**src/mexp_pkg.sv**
```systemverilog
// Package for the modular exponentiation block: payload structs, the
// controller/datapath command and status structs, operand select codes.
// No dependencies.
package mexp_pkg;

   localparam int FIELD_WIDTH = 32;

   typedef struct packed {
      logic [FIELD_WIDTH-1:0] base;
      logic [FIELD_WIDTH-1:0] exponent;
      logic [FIELD_WIDTH-1:0] modulus;
   } mexp_req_type;

   typedef struct packed {
      logic [FIELD_WIDTH-1:0] power;
      logic                   mod_error;
   } mexp_rsp_type;

   typedef enum logic [1:0] {
      SEL_REDUCE = 2'd0,
      SEL_SQUARE = 2'd1,
      SEL_MULT   = 2'd2
   } mexp_sel_type;

   typedef struct packed {
      logic         load;
      logic         mul_start;
      mexp_sel_type mul_sel;
      logic         exp_shift;
      logic         acc_load;
      logic         rb_load;
      logic         finish;
   } mexp_cmd_type;

   typedef struct packed {
      logic e_msb;
      logic cnt_zero;
      logic e_zero;
      logic m_zero;
      logic mul_done;
   } mexp_status_type;

endpackage

```
**src/modular_exponentiation.sv**
```systemverilog
// Top level of the modular exponentiation block: controller plus datapath.
// Depends on mexp_pkg, mexp_control, mexp_datapath.
//
//  channel   ports                       handshake
//  request   req (base, exponent, mod)   taken when start && !busy
//  result    rsp (power, mod_error)      rsp_valid high one cycle
//
// One item at a time. Each modular multiply is an issue step followed by a run in
// the shared bit-serial multiply-reduce unit. Busy covers the base reduction, the
// leading-one search, a square per exponent bit below the leading one and a multiply
// per one bit among them, and a finish step. Zero modulus or exponent goes straight
// to the finish step. The result strobes in the same cycle that busy drops.
// Synchronous reset clears the controller and the strobe; no output stall.
module modular_exponentiation
   import mexp_pkg::*;
#(
   parameter int OPERAND_WIDTH = 32
) (
   input  logic         clock,
   input  logic         reset,
   input  logic         start,
   output logic         busy,
   input  mexp_req_type req,
   output logic         rsp_valid,
   output mexp_rsp_type rsp
);

   mexp_cmd_type    cmd;
   mexp_status_type status;

   mexp_control u_control (
      .clock  (clock),
      .reset  (reset),
      .start  (start),
      .status (status),
      .cmd    (cmd),
      .busy   (busy)
   );

   mexp_datapath #(.W(OPERAND_WIDTH)) u_datapath (
      .clock     (clock),
      .reset     (reset),
      .req       (req),
      .cmd       (cmd),
      .status    (status),
      .rsp_valid (rsp_valid),
      .rsp       (rsp)
   );

endmodule

```
**src/mexp_mulmod.sv**
```systemverilog
// Interleaved multiply-reduce unit: x * y mod m, one bit of y per cycle.
// Depends on nothing but its parameter; x and acc stay below m.
module mexp_mulmod #(
   parameter int W = 32
) (
   input  logic         clock,
   input  logic         reset,
   input  logic         start,
   input  logic [W-1:0] x,
   input  logic [W-1:0] y,
   input  logic [W-1:0] m,
   output logic         done,
   output logic [W-1:0] product
);

   localparam int CW = $clog2(W + 1);

   logic [W-1:0]  acc_ff, acc_in;
   logic [W-1:0]  x_ff, x_in;
   logic [W-1:0]  y_ff, y_in;
   logic [CW-1:0] cnt_ff, cnt_in;
   logic          busy_ff, busy_in;
   logic          done_ff, done_in;

   logic [W:0] dbl, dbl_red, sum, sum_red;

   always_comb begin
      dbl     = {acc_ff, 1'b0};
      dbl_red = (dbl >= {1'b0, m}) ? dbl - {1'b0, m} : dbl;
      sum     = dbl_red + (y_ff[W-1] ? {1'b0, x_ff} : {(W+1){1'b0}});
      sum_red = (sum >= {1'b0, m}) ? sum - {1'b0, m} : sum;
   end

   always_comb begin
      acc_in  = acc_ff;
      x_in    = x_ff;
      y_in    = y_ff;
      cnt_in  = cnt_ff;
      busy_in = busy_ff;
      done_in = 1'b0;
      if (start) begin
         acc_in  = '0;
         x_in    = x;
         y_in    = y;
         cnt_in  = CW'(W);
         busy_in = 1'b1;
      end else if (busy_ff) begin
         acc_in = sum_red[W-1:0];
         y_in   = y_ff << 1;
         cnt_in = cnt_ff - CW'(1);
         if (cnt_ff == CW'(1)) begin
            busy_in = 1'b0;
            done_in = 1'b1;
         end
      end
   end

   always_ff @(posedge clock) begin
      if (reset) begin
         busy_ff <= 1'b0;
         done_ff <= 1'b0;
      end else begin
         busy_ff <= busy_in;
         done_ff <= done_in;
      end
      acc_ff <= acc_in;
      x_ff   <= x_in;
      y_ff   <= y_in;
      cnt_ff <= cnt_in;
   end

   assign done    = done_ff;
   assign product = acc_ff;

endmodule

```
**src/mexp_datapath.sv**
```systemverilog
// Datapath: operand registers, exponent shifter, bit counter, result register.
// Depends on mexp_pkg and mexp_mulmod.
module mexp_datapath
   import mexp_pkg::*;
#(
   parameter int W = 32
) (
   input  logic            clock,
   input  logic            reset,
   input  mexp_req_type    req,
   input  mexp_cmd_type    cmd,
   output mexp_status_type status,
   output logic            rsp_valid,
   output mexp_rsp_type    rsp
);

   localparam int CW = $clog2(W + 1);

   logic [W-1:0]  b_ff, m_ff, rb_ff, acc_ff, e_ff;
   logic [CW-1:0] cnt_ff;
   logic          valid_ff;
   mexp_rsp_type  rsp_ff;

   logic [W-1:0] mul_x, mul_y, product;
   logic         mul_done;
   logic [W-1:0] power_val;

   always_comb begin
      unique case (cmd.mul_sel)
         SEL_REDUCE: begin
            mul_x = W'(1);
            mul_y = b_ff;
         end
         SEL_SQUARE: begin
            mul_x = acc_ff;
            mul_y = acc_ff;
         end
         SEL_MULT: begin
            mul_x = acc_ff;
            mul_y = rb_ff;
         end
         default: begin
            mul_x = acc_ff;
            mul_y = acc_ff;
         end
      endcase
   end

   mexp_mulmod #(.W(W)) u_mulmod (
      .clock   (clock),
      .reset   (reset),
      .start   (cmd.mul_start),
      .x       (mul_x),
      .y       (mul_y),
      .m       (m_ff),
      .done    (mul_done),
      .product (product)
   );

   always_comb begin
      priority if (m_ff == '0) power_val = '0;
      else if (e_ff == '0 && cnt_ff == CW'(W)) power_val = (m_ff == W'(1)) ? '0 : W'(1);
      else power_val = acc_ff;
   end

   always_ff @(posedge clock) begin
      if (reset) begin
         valid_ff <= 1'b0;
      end else begin
         valid_ff <= cmd.finish;
      end
      if (cmd.load) begin
         b_ff   <= req.base[W-1:0];
         e_ff   <= req.exponent[W-1:0];
         m_ff   <= req.modulus[W-1:0];
         cnt_ff <= CW'(W);
      end else if (cmd.exp_shift) begin
         e_ff   <= e_ff << 1;
         cnt_ff <= cnt_ff - CW'(1);
      end
      if (cmd.acc_load) acc_ff <= product;
      if (cmd.rb_load) rb_ff <= product;
      if (cmd.finish) begin
         rsp_ff.power     <= FIELD_WIDTH'(power_val);
         rsp_ff.mod_error <= (m_ff == '0);
      end
   end

   assign status.e_msb    = e_ff[W-1];
   assign status.cnt_zero = (cnt_ff == '0);
   assign status.e_zero   = (e_ff == '0);
   assign status.m_zero   = (m_ff == '0);
   assign status.mul_done = mul_done;
   assign rsp_valid       = valid_ff;
   assign rsp             = rsp_ff;

   a_prod_reduced: assert property (@(posedge clock) disable iff (reset)
      mul_done |-> product < m_ff)
      else $error("mulmod product not reduced");
   a_rsp_after_finish: assert property (@(posedge clock) disable iff (reset)
      rsp_valid |-> $past(cmd.finish))
      else $error("result strobe without finish");
   a_error_zero: assert property (@(posedge clock) disable iff (reset)
      rsp_valid && rsp.mod_error |-> rsp.power == '0)
      else $error("error result not zero");

endmodule

```
**src/mexp_control.sv**
```systemverilog
// Controller: sequences reduce, leading-one search, square and multiply steps.
// Depends on mexp_pkg.
module mexp_control
   import mexp_pkg::*;
(
   input  logic            clock,
   input  logic            reset,
   input  logic            start,
   input  mexp_status_type status,
   output mexp_cmd_type    cmd,
   output logic            busy
);

   typedef enum logic [8:0] {
      ST_IDLE   = 9'b000000001,
      ST_CHECK  = 9'b000000010,
      ST_RWAIT  = 9'b000000100,
      ST_NORM   = 9'b000001000,
      ST_NEXT   = 9'b000010000,
      ST_SQWAIT = 9'b000100000,
      ST_ML     = 9'b001000000,
      ST_MLWAIT = 9'b010000000,
      ST_DONE   = 9'b100000000
   } mexp_state_type;

   mexp_state_type state_ff, state_in;

   always_comb begin
      state_in = state_ff;
      cmd      = '0;
      cmd.mul_sel = SEL_SQUARE;
      unique case (state_ff)
         ST_IDLE: begin
            if (start) begin
               cmd.load = 1'b1;
               state_in = ST_CHECK;
            end
         end
         ST_CHECK: begin
            if (status.m_zero || status.e_zero) begin
               state_in = ST_DONE;
            end else begin
               cmd.mul_start = 1'b1;
               cmd.mul_sel   = SEL_REDUCE;
               state_in      = ST_RWAIT;
            end
         end
         ST_RWAIT: begin
            if (status.mul_done) begin
               cmd.acc_load = 1'b1;
               cmd.rb_load  = 1'b1;
               state_in     = ST_NORM;
            end
         end
         ST_NORM: begin
            cmd.exp_shift = 1'b1;
            if (status.e_msb) state_in = ST_NEXT;
         end
         ST_NEXT: begin
            if (status.cnt_zero) begin
               state_in = ST_DONE;
            end else begin
               cmd.mul_start = 1'b1;
               cmd.mul_sel   = SEL_SQUARE;
               state_in      = ST_SQWAIT;
            end
         end
         ST_SQWAIT: begin
            if (status.mul_done) begin
               cmd.acc_load = 1'b1;
               if (status.e_msb) begin
                  state_in = ST_ML;
               end else begin
                  cmd.exp_shift = 1'b1;
                  state_in      = ST_NEXT;
               end
            end
         end
         ST_ML: begin
            cmd.mul_start = 1'b1;
            cmd.mul_sel   = SEL_MULT;
            state_in      = ST_MLWAIT;
         end
         ST_MLWAIT: begin
            if (status.mul_done) begin
               cmd.acc_load  = 1'b1;
               cmd.exp_shift = 1'b1;
               state_in      = ST_NEXT;
            end
         end
         ST_DONE: begin
            cmd.finish = 1'b1;
            state_in   = ST_IDLE;
         end
         default: state_in = ST_IDLE;
      endcase
   end

   always_ff @(posedge clock) begin
      if (reset) begin
         state_ff <= ST_IDLE;
      end else begin
         state_ff <= state_in;
      end
   end

   assign busy = (state_ff != ST_IDLE);

endmodule
```
**config.mk**
```make
export PLATFORM = sky130hd
export DESIGN_NAME = modular_exponentiation
export DESIGN_NICKNAME = d
export VERILOG_FILES = /design/src/mexp_pkg.sv /design/src/modular_exponentiation.sv /design/src/mexp_mulmod.sv /design/src/mexp_datapath.sv /design/src/mexp_control.sv
export SDC_FILE = /design/constraint.sdc
export NUM_CORES = 1
export LEC_CHECK = 0
export ABC_AREA = 1
export BUFFER_PORTS_ARGS = -buffer_cell sky130_fd_sc_hd__buf_4
export CAP_MARGIN = 20
export CORE_ASPECT_RATIO = 1.2
export CORE_MARGIN = 3
export CORE_UTILIZATION = 62
export CTS_CLUSTER_SIZE = 14
export DETAILED_ROUTE_END_ITERATION = 6
export PLACE_DENSITY = 0.82
export RECOVER_POWER = 100
export SYNTH_ARGS = -nofsm -noshare
export SYNTH_HDL_FRONTEND = slang
export SYNTH_HIERARCHICAL = 1
export SYNTH_SLANG_ARGS = --single-unit
```
**constraint.sdc**
```tcl
create_clock -name clock -period 9.1 [get_ports clock]
set_input_delay 2.275 -clock clock [delete_from_list [all_inputs] [get_ports clock]]
set_output_delay 2.275 -clock clock [all_outputs]
set_load 0.005 [all_outputs]
```
==> results by group, run 1 <==
Worst setup path
  – CP max stage delay: 2.22 ns
  – CP top delay family: buffers and inverters
  – WP data arrival: 8.08 ns
  – FF-to-FF Start: u_datapath/m_ff[31]
  – Required time of the critical path: 9.21 ns
  – Setup crit end kind: flop
  – CP max-delay cell: nor2_1
  – CP Class: in -> reg
  – R2R setup slack: 1.31 ns
  – CP startpoint: start
  – Reg2reg path depth: 35
  – CP cell instances: clkbuf_4, inv_1, nor2_1, clkinv_1, nand2_1, clkbuf_1
  – Setup crit start kind: input pin
  – R2R Path End: u_datapath/u_mulmod/product[5]
  – Crit path buf inv count: 4
  – Worst-path fanout max: 34

Placed design
  – IO Port Bufs: 133
  – RD Place Congestion: 0.982
  – Post-DP HPWL: 42100 um

GRT
  – Vias in the first global route: 16400
  – GRT overflow: 0
  – Initial antenna violation count: 0
  – Largest net degree at the start of global routing: 69
  – Global-route wire length before repair: 85800 um
  – GRT Total Usage: 32.3%

STA
  – Layout Skew: 0.0228 ns
  – Worst slew pin tran: 3.27 ns
  – Setup TNS Final: 0 ns
  – Fmax: 0.125 GHz
  – Tcrit/Tclk final: 87.6%
  – Min cycle time layout: 7.97 ns
  – Final hold vios: 0
  – RSZ-0062 raised after global routing: no
  – Slew margin rel.: -118%
  – Final Slew Violations: 472
  – Endpoints failing setup: 0

Finish
  – Area growth from synthesis to layout: 11.6%
  – Register Area: 0.00884 mm^2
  – # diodes: 0
  – Final core utilization: 70.5%
  – Footprint of the multi-input gates: 0.00881 mm^2
  – Final net count: 2756
  – Layout cells sized above 1: 9.00%
  – Fillcell total: 2427

CTS
  – Max clock buf depth: 3
  – Worst-Skew Late Latency: 0.53 ns
  – Reg clk slew, reported paths: 0.06 ns
  – CTS Sinks: 313
  – CTS root buffer: clkbuf_16
  – Post-CTS Setup Inserts: 0
  – CTS tree: done
  – # resized after CTS: 0
  – Hold_buf cts: 0
  – H-tree depth: 2
  – CTS Buf Count: 34

Drt
  – Drt wl/cell: 18.4 um
  – DRT iter0 DRCs: 1892
  – Post-DRT Antenna Nets: 0
  – Via count: 17100
  – Via density: 5.73
  – Pre-antenna DRT Iters: 6
  – Wirelength, routed: 54700 um
  – DRC Markers: 0

Die
  – Die ar.: 0.0333 mm^2
  – # IOs: 134
  – Num rows: 70
  – Initial core utilization: 63.1%
  – Die Y: 199 um
  – Die X: 167 um
  – CORE AREA: 0.0306 mm^2

Min path
  – Hold Crit Start: u_datapath/cnt_ff[5]
  – Worst Hold End: u_datapath/cnt_ff[5]
  – Worst Hold Depth: 1
  – Hold Crit Class: reg -> reg

Job
  – Max-Cap Viols: 12

Yosys
  – Distinct cells, synth: 51
  – Synthesized area per cell: 7.94 um^2
  – Top cell type's share of synthesized area: 40.0%
  – Ys Warns: 6
  – Async set-reset flop share out of synthesis: 0%
  – Cell area after synthesis: 0.0193 mm^2
  – Synth Instances: 2432
  – Main synth FF type: edfxtp_1
  – Number of synthesized flops with an enable pin: 257
  – Sequential share of the synthesized area: 45.8%
  – Top post-synthesis cells by area: edfxtp_1, nand2_1, ha_1
  – Seq cells post-synth: 313
  – Count leader, synth: nand2_1
  – Synth top cells by count: nand2_1, inv_1, edfxtp_1
  – Leading area contributor after synthesis: edfxtp_1
  – Synth Net Count: 2634

Status
  – Failing checks: capacitance limit, slew limit
  – Status: complete, but fails checks
[worst reg2reg max path, delay by kind of cell (launching register included)]
| kind | cells | cell delay [ns] |
|---|---|---|
| AO/OA/AOI/OAI | 8 | 1.74 |
| XOR/XNOR | 1 | 0.36 |
| adder cells (fa/ha/maj) | 3 | 0.93 |
| buffers and inverters | 6 | 0.90 |
| flip-flops | 1 | 0.34 |
| AND/OR/NAND/NOR | 17 | 3.46 |
[cell families (layout without fill, tap and decap cells)]
| kind of cell | count (synthesis) | count (layout) | synth area share [%] |
|---|---|---|---|
| buffers and inverters | 401 | 548 | 8.28 |
| adders and majority gates | 103 | 103 | 6.79 |
| DFF | 313 | 313 | 45.8 |
| and+or+nand+nor | 1268 | 1268 | 27.7 |
| AOI/OAI and AO/OA | 277 | 277 | 8.25 |
| xor gates and xnor gates | 70 | 70 | 3.18 |
[state kept, by name, indices dropped and copies added (netlist names)]
signal / count
u_datapath/rsp: 33
u_datapath/acc_ff: 32
u_datapath/b_ff: 32
u_datapath/e_ff: 32
u_datapath/m_ff: 32
u_datapath/rb_ff: 32
u_datapath/u_mulmod/product: 32
u_datapath/u_mulmod/x_ff: 32
u_datapath/u_mulmod/y_ff: 32
u_control/state_ff: 9
u_datapath/cnt_ff: 6
u_datapath/u_mulmod/cnt_ff: 6
u_datapath/rsp_valid: 1
u_datapath/u_mulmod/busy_ff: 1
u_datapath/u_mulmod/done: 1
[cell usage in the layout, fill, tap and decap left out, types with 14 or more instances in the layout]
cell type	n
edfxtp_1	257
xor2_1	41
nand4_1	46
nor3_1	21
xnor2_1	29
a21oi_1	123
o211ai_1	36
inv_1	330
clkbuf_1	26
nand3_1	98
dfxtp_1	56
clkbuf_4	93
clkbuf_16	35
nand2_1	781
ha_1	100
nor2_2	16
o21bai_1	16
nand3b_1	14
o21ai_0	69
nor2_1	252
buf_4	35
[per-layer routing]
| layer | GRT usage (%) | vias up | wire (um) |
|---|---|---|---|
| li1 | - | 8182 | - |
| met1 | 43.9 | 7962 | 22700 |
| met2 | 53.3 | 802 | 25400 |
| met3 | 4.10 | 114 | 4360 |
| met4 | 12.6 | 0 | 2230 |
| met5 | 0 | - | 0 |
[how the worst max path moves through the flow]
stage | to | slack, ns | depth (start not counted)
floorplan | u_datapath/e_ff[0] | 2.03 | 6
global placement | u_datapath/u_mulmod/product[6] | 1.50 | 35
detailed placement | u_datapath/u_mulmod/product[24] | 1.57 | 35
CTS | u_datapath/u_mulmod/product[5] | 1.50 | 35
global route | u_datapath/e_ff[6] | 0.49 | 6
finish | u_datapath/e_ff[6] | 1.13 | 6
[metrics by stage]
step / hold slack, ns / std cells / setup slack (ns) / instance area [um^2]
3_5_place_dp: 0.490 / 2914 / 1.57 / 20600
2_1_floorplan: 0.460 / 2432 / 2.03 / 19300
3_3_place_gp: 0.473 / 2914 / 1.50 / 20600
4_1_cts: 0.498 / 2975 / 1.50 / 21700
6_report: 0.498 / 2975 / 1.13 / 21500
5_1_grt: 0.528 / 2975 / 0.491 / 21500
[area by class of cell]
cell class	count	share of cell area [%]
Sequential cell	313	41.0
Tap cell	396	2.30
Clock buffer	46	4.30
Timing Repair Buffer	144	4.74
Inverter	343	5.98
Multi-Input combinational cell	1718	40.9
Clock inverter	15	0.755
Power of run 1 is not shown: default switching activity piles up to over one toggle a cycle in this logic, so the estimate is an artifact.
==> run 2: changes to the inputs <==
--- a/config.mk
+++ b/config.mk
@@ -17,5 +17,4 @@
 export RECOVER_POWER = 100
 export SYNTH_ARGS = -nofsm -noshare
 export SYNTH_HDL_FRONTEND = slang
-export SYNTH_HIERARCHICAL = 1
 export SYNTH_SLANG_ARGS = --single-unit
==> run 2 against run 1 <==
The flow finishes with violations (DRC, capacitance limit, slew limit). Setup slack hardly changed. Highest routed layer unchanged. Core utilization is 0.69 points higher. Final cell count is 1.4% lower. Die area is 0.74% lower. Non-clock buffer count is 2 higher. First-iteration DRC count is 9.6% higher. Maximum frequency hardly changed. Synthesized cell count is 1.4% lower. Critical path depth is 6 higher.
==> results by group, run 2 <==
Status
  – Status: complete, but fails checks
  – Failing checks: DRC, capacitance limit, slew limit

Drt
  – Drt wl/cell: 20.0 um
  – Post-DRT Antenna Nets: 0
  – Via count: 17200
  – DRT iter0 DRCs: 2074
  – DRC Markers: 2
  – Wirelength, routed: 58700 um
  – Via density: 5.87
  – Pre-antenna DRT Iters: 7

Yosys
  – Sequential share of the synthesized area: 46.1%
  – Cell area after synthesis: 0.0192 mm^2
  – Top post-synthesis cells by area: edfxtp_1, nand2_1, inv_1
  – Main synth FF type: edfxtp_1
  – Synthesized area per cell: 7.99 um^2
  – Top cell type's share of synthesized area: 40.3%
  – Distinct cells, synth: 47
  – Synth Instances: 2397
  – Seq cells post-synth: 313
  – Ys Warns: 0
  – Synth Net Count: 2598
  – Synth top cells by count: nand2_1, inv_1, edfxtp_1
  – Leading area contributor after synthesis: edfxtp_1
  – Async set-reset flop share out of synthesis: 0%
  – Count leader, synth: nand2_1
  – Number of synthesized flops with an enable pin: 257

GRT
  – Global-route wire length before repair: 91500 um
  – Largest net degree at the start of global routing: 95
  – GRT overflow: 0
  – Vias in the first global route: 17300
  – Initial antenna violation count: 0
  – GRT Total Usage: 34.9%

Worst setup path
  – Reg2reg path depth: 12
  – R2R Path End: u_datapath.u_mulmod.y_ff[12]
  – CP top delay family: buffers and inverters
  – R2R setup slack: 1.13 ns
  – Worst-path fanout max: 72
  – Required time of the critical path: 9.32 ns
  – CP Class: reg -> reg
  – Crit path buf inv count: 5
  – CP cell instances: nor2_1, nand2_1, inv_1, nand2_1, nor2_2, clkbuf_1, nor2_1, nand2_2, clkbuf_1, nor2_2, inv_1, buf_4
  – CP startpoint: u_control.state_ff[2]
  – CP max stage delay: 2.70 ns
  – Setup crit end kind: flop
  – WP data arrival: 8.19 ns
  – CP max-delay cell: clkbuf_1
  – Setup crit start kind: flop
  – FF-to-FF Start: u_control.state_ff[2]

Finish
  – Area growth from synthesis to layout: 11.7%
  – Design Area, Final: 0.0214 mm^2
  – Layout cells sized above 1: 8.69%
  – Commonest cells after routing, fill and taps aside: nand2_1, inv_1, edfxtp_1, nor2_1, a21oi_1
  – Final core utilization: 71.2%
  – # diodes: 0
  – Final net count: 2719
  – Fin cells: 2932
  – Max FFs per register: 33
  – Most frequent standard cell in the layout excluding fill and tap cells: nand2_1

Power
  – Peak supply drop: 0.444 mV
  – Post-route total power: 9070 uW
  – P_leak: 0.0101 uW
  – Pwr dens: 424 mW/mm^2

STA
  – Min cycle time layout: 7.97 ns
  – Slew margin rel.: -168%
  – Layout Skew: 0.0238 ns
  – Fmax: 0.125 GHz
  – Final hold vios: 0
  – Setup TNS Final: 0 ns
  – Tcrit/Tclk final: 87.6%
  – Endpoints failing setup: 0
  – Worst slew pin tran: 4.02 ns
  – Final Slew Violations: 492
  – RSZ-0062 raised after global routing: no

Die
  – # IOs: 134
  – CORE AREA: 0.0300 mm^2
  – Die X: 166 um
  – Die ar.: 0.0330 mm^2
  – Num rows: 69
  – Initial core utilization: 63.8%
  – Die Y: 199 um

CTS
  – Max clock buf depth: 3
  – Worst-Skew Late Latency: 0.60 ns
  – Reg clk slew, reported paths: 0.06 ns
  – CTS root buffer: clkbuf_16
  – Post-CTS Setup Inserts: 0
  – # resized after CTS: 0
  – CTS Buf Count: 31
  – CTS tree: done
  – H-tree depth: 1
  – Hold_buf cts: 0
  – CTS Sinks: 313

Min path
  – Hold Crit Class: reg -> reg
  – Worst Hold End: u_datapath.cnt_ff[0]
  – Worst Hold Depth: 2
  – Hold Crit Start: u_datapath.cnt_ff[0]

Placed design
  – Cells after DPL: 2874
  – Post-DP HPWL: 44400 um
  – DP Area: 0.0205 mm^2
  – IO Port Bufs: 133
  – RD Place Congestion: 1.03

Job
  – Max-Cap Viols: 12
-- run 2: power breakdown --
part | switching, uW | total (uW) | internal (uW)
clock | 573 | 1320 | 750
sequential | 185 | 1980 | 1790
combinational | 3970 | 5770 | 1800
total | 4730 | 9070 | 4340
-- run 2: worst min-delay path, cell delays in order, from the launching register on --
cell and delay, ns:
dfxtp_1 0.32, nand2_1 0.07, a21oi_1 0.06
-- run 2: area by class of cell --
cell class / instances / area (um^2)
Sequential cell: 313 / 8840
Fill cell: 2392 / 8660
Multi-Input combinational cell: 1627 / 8510
Inverter: 399 / 1500
Timing Repair Buffer: 146 / 1020
Clock buffer: 38 / 812
Tap cell: 390 / 488
Clock inverter: 19 / 216
-- run 2: how the worst max path moves through the flow --
stage | to | slack (ns) | depth (start not counted)
global placement | u_datapath.u_mulmod.product[7] | 1.93 | 35
finish | u_datapath.u_mulmod.y_ff[12] | 1.13 | 12
floorplan | u_datapath.u_mulmod.product[10] | 4.00 | 40
CTS | u_datapath.u_mulmod.product[16] | 1.72 | 35
global route | u_datapath.u_mulmod.product[21] | 0.52 | 35
detailed placement | u_datapath.u_mulmod.product[16] | 1.76 | 35
-- run 2: kinds of logic (layout without fill, tap and decap cells) --
kind of cell	Yosys count	count (layout)	share of synthesized area [%]
buffers and inverters	457	602	9.36
flip-flops	313	313	46.1
XOR/XNOR	75	75	3.43
AND/OR/NAND/NOR	1122	1122	24.7
AO/OA/AOI/OAI	328	328	9.59
adder cells (fa/ha/maj)	102	102	6.78
-- run 2: per-layer routing --
| layer | vias up | routed length (um) | global-route usage, % |
|---|---|---|---|
| met5 | - | 0 | 0 |
| met4 | 0 | 3090 | 16.6 |
| li1 | 8091 | - | - |
| met1 | 7986 | 22400 | 43.5 |
| met3 | 202 | 5010 | 4.23 |
| met2 | 938 | 28200 | 61.1 |
-- run 2: metrics by stage --
stage	hold WS, ns	worst slack (ns)
after CTS	0.486	1.72
after global routing	0.517	0.521
after global placement	0.450	1.93
final	0.494	1.13
after floorplan	0.439	4.00
after detailed placement	0.477	1.76
(Power assumes the default switching activity.)
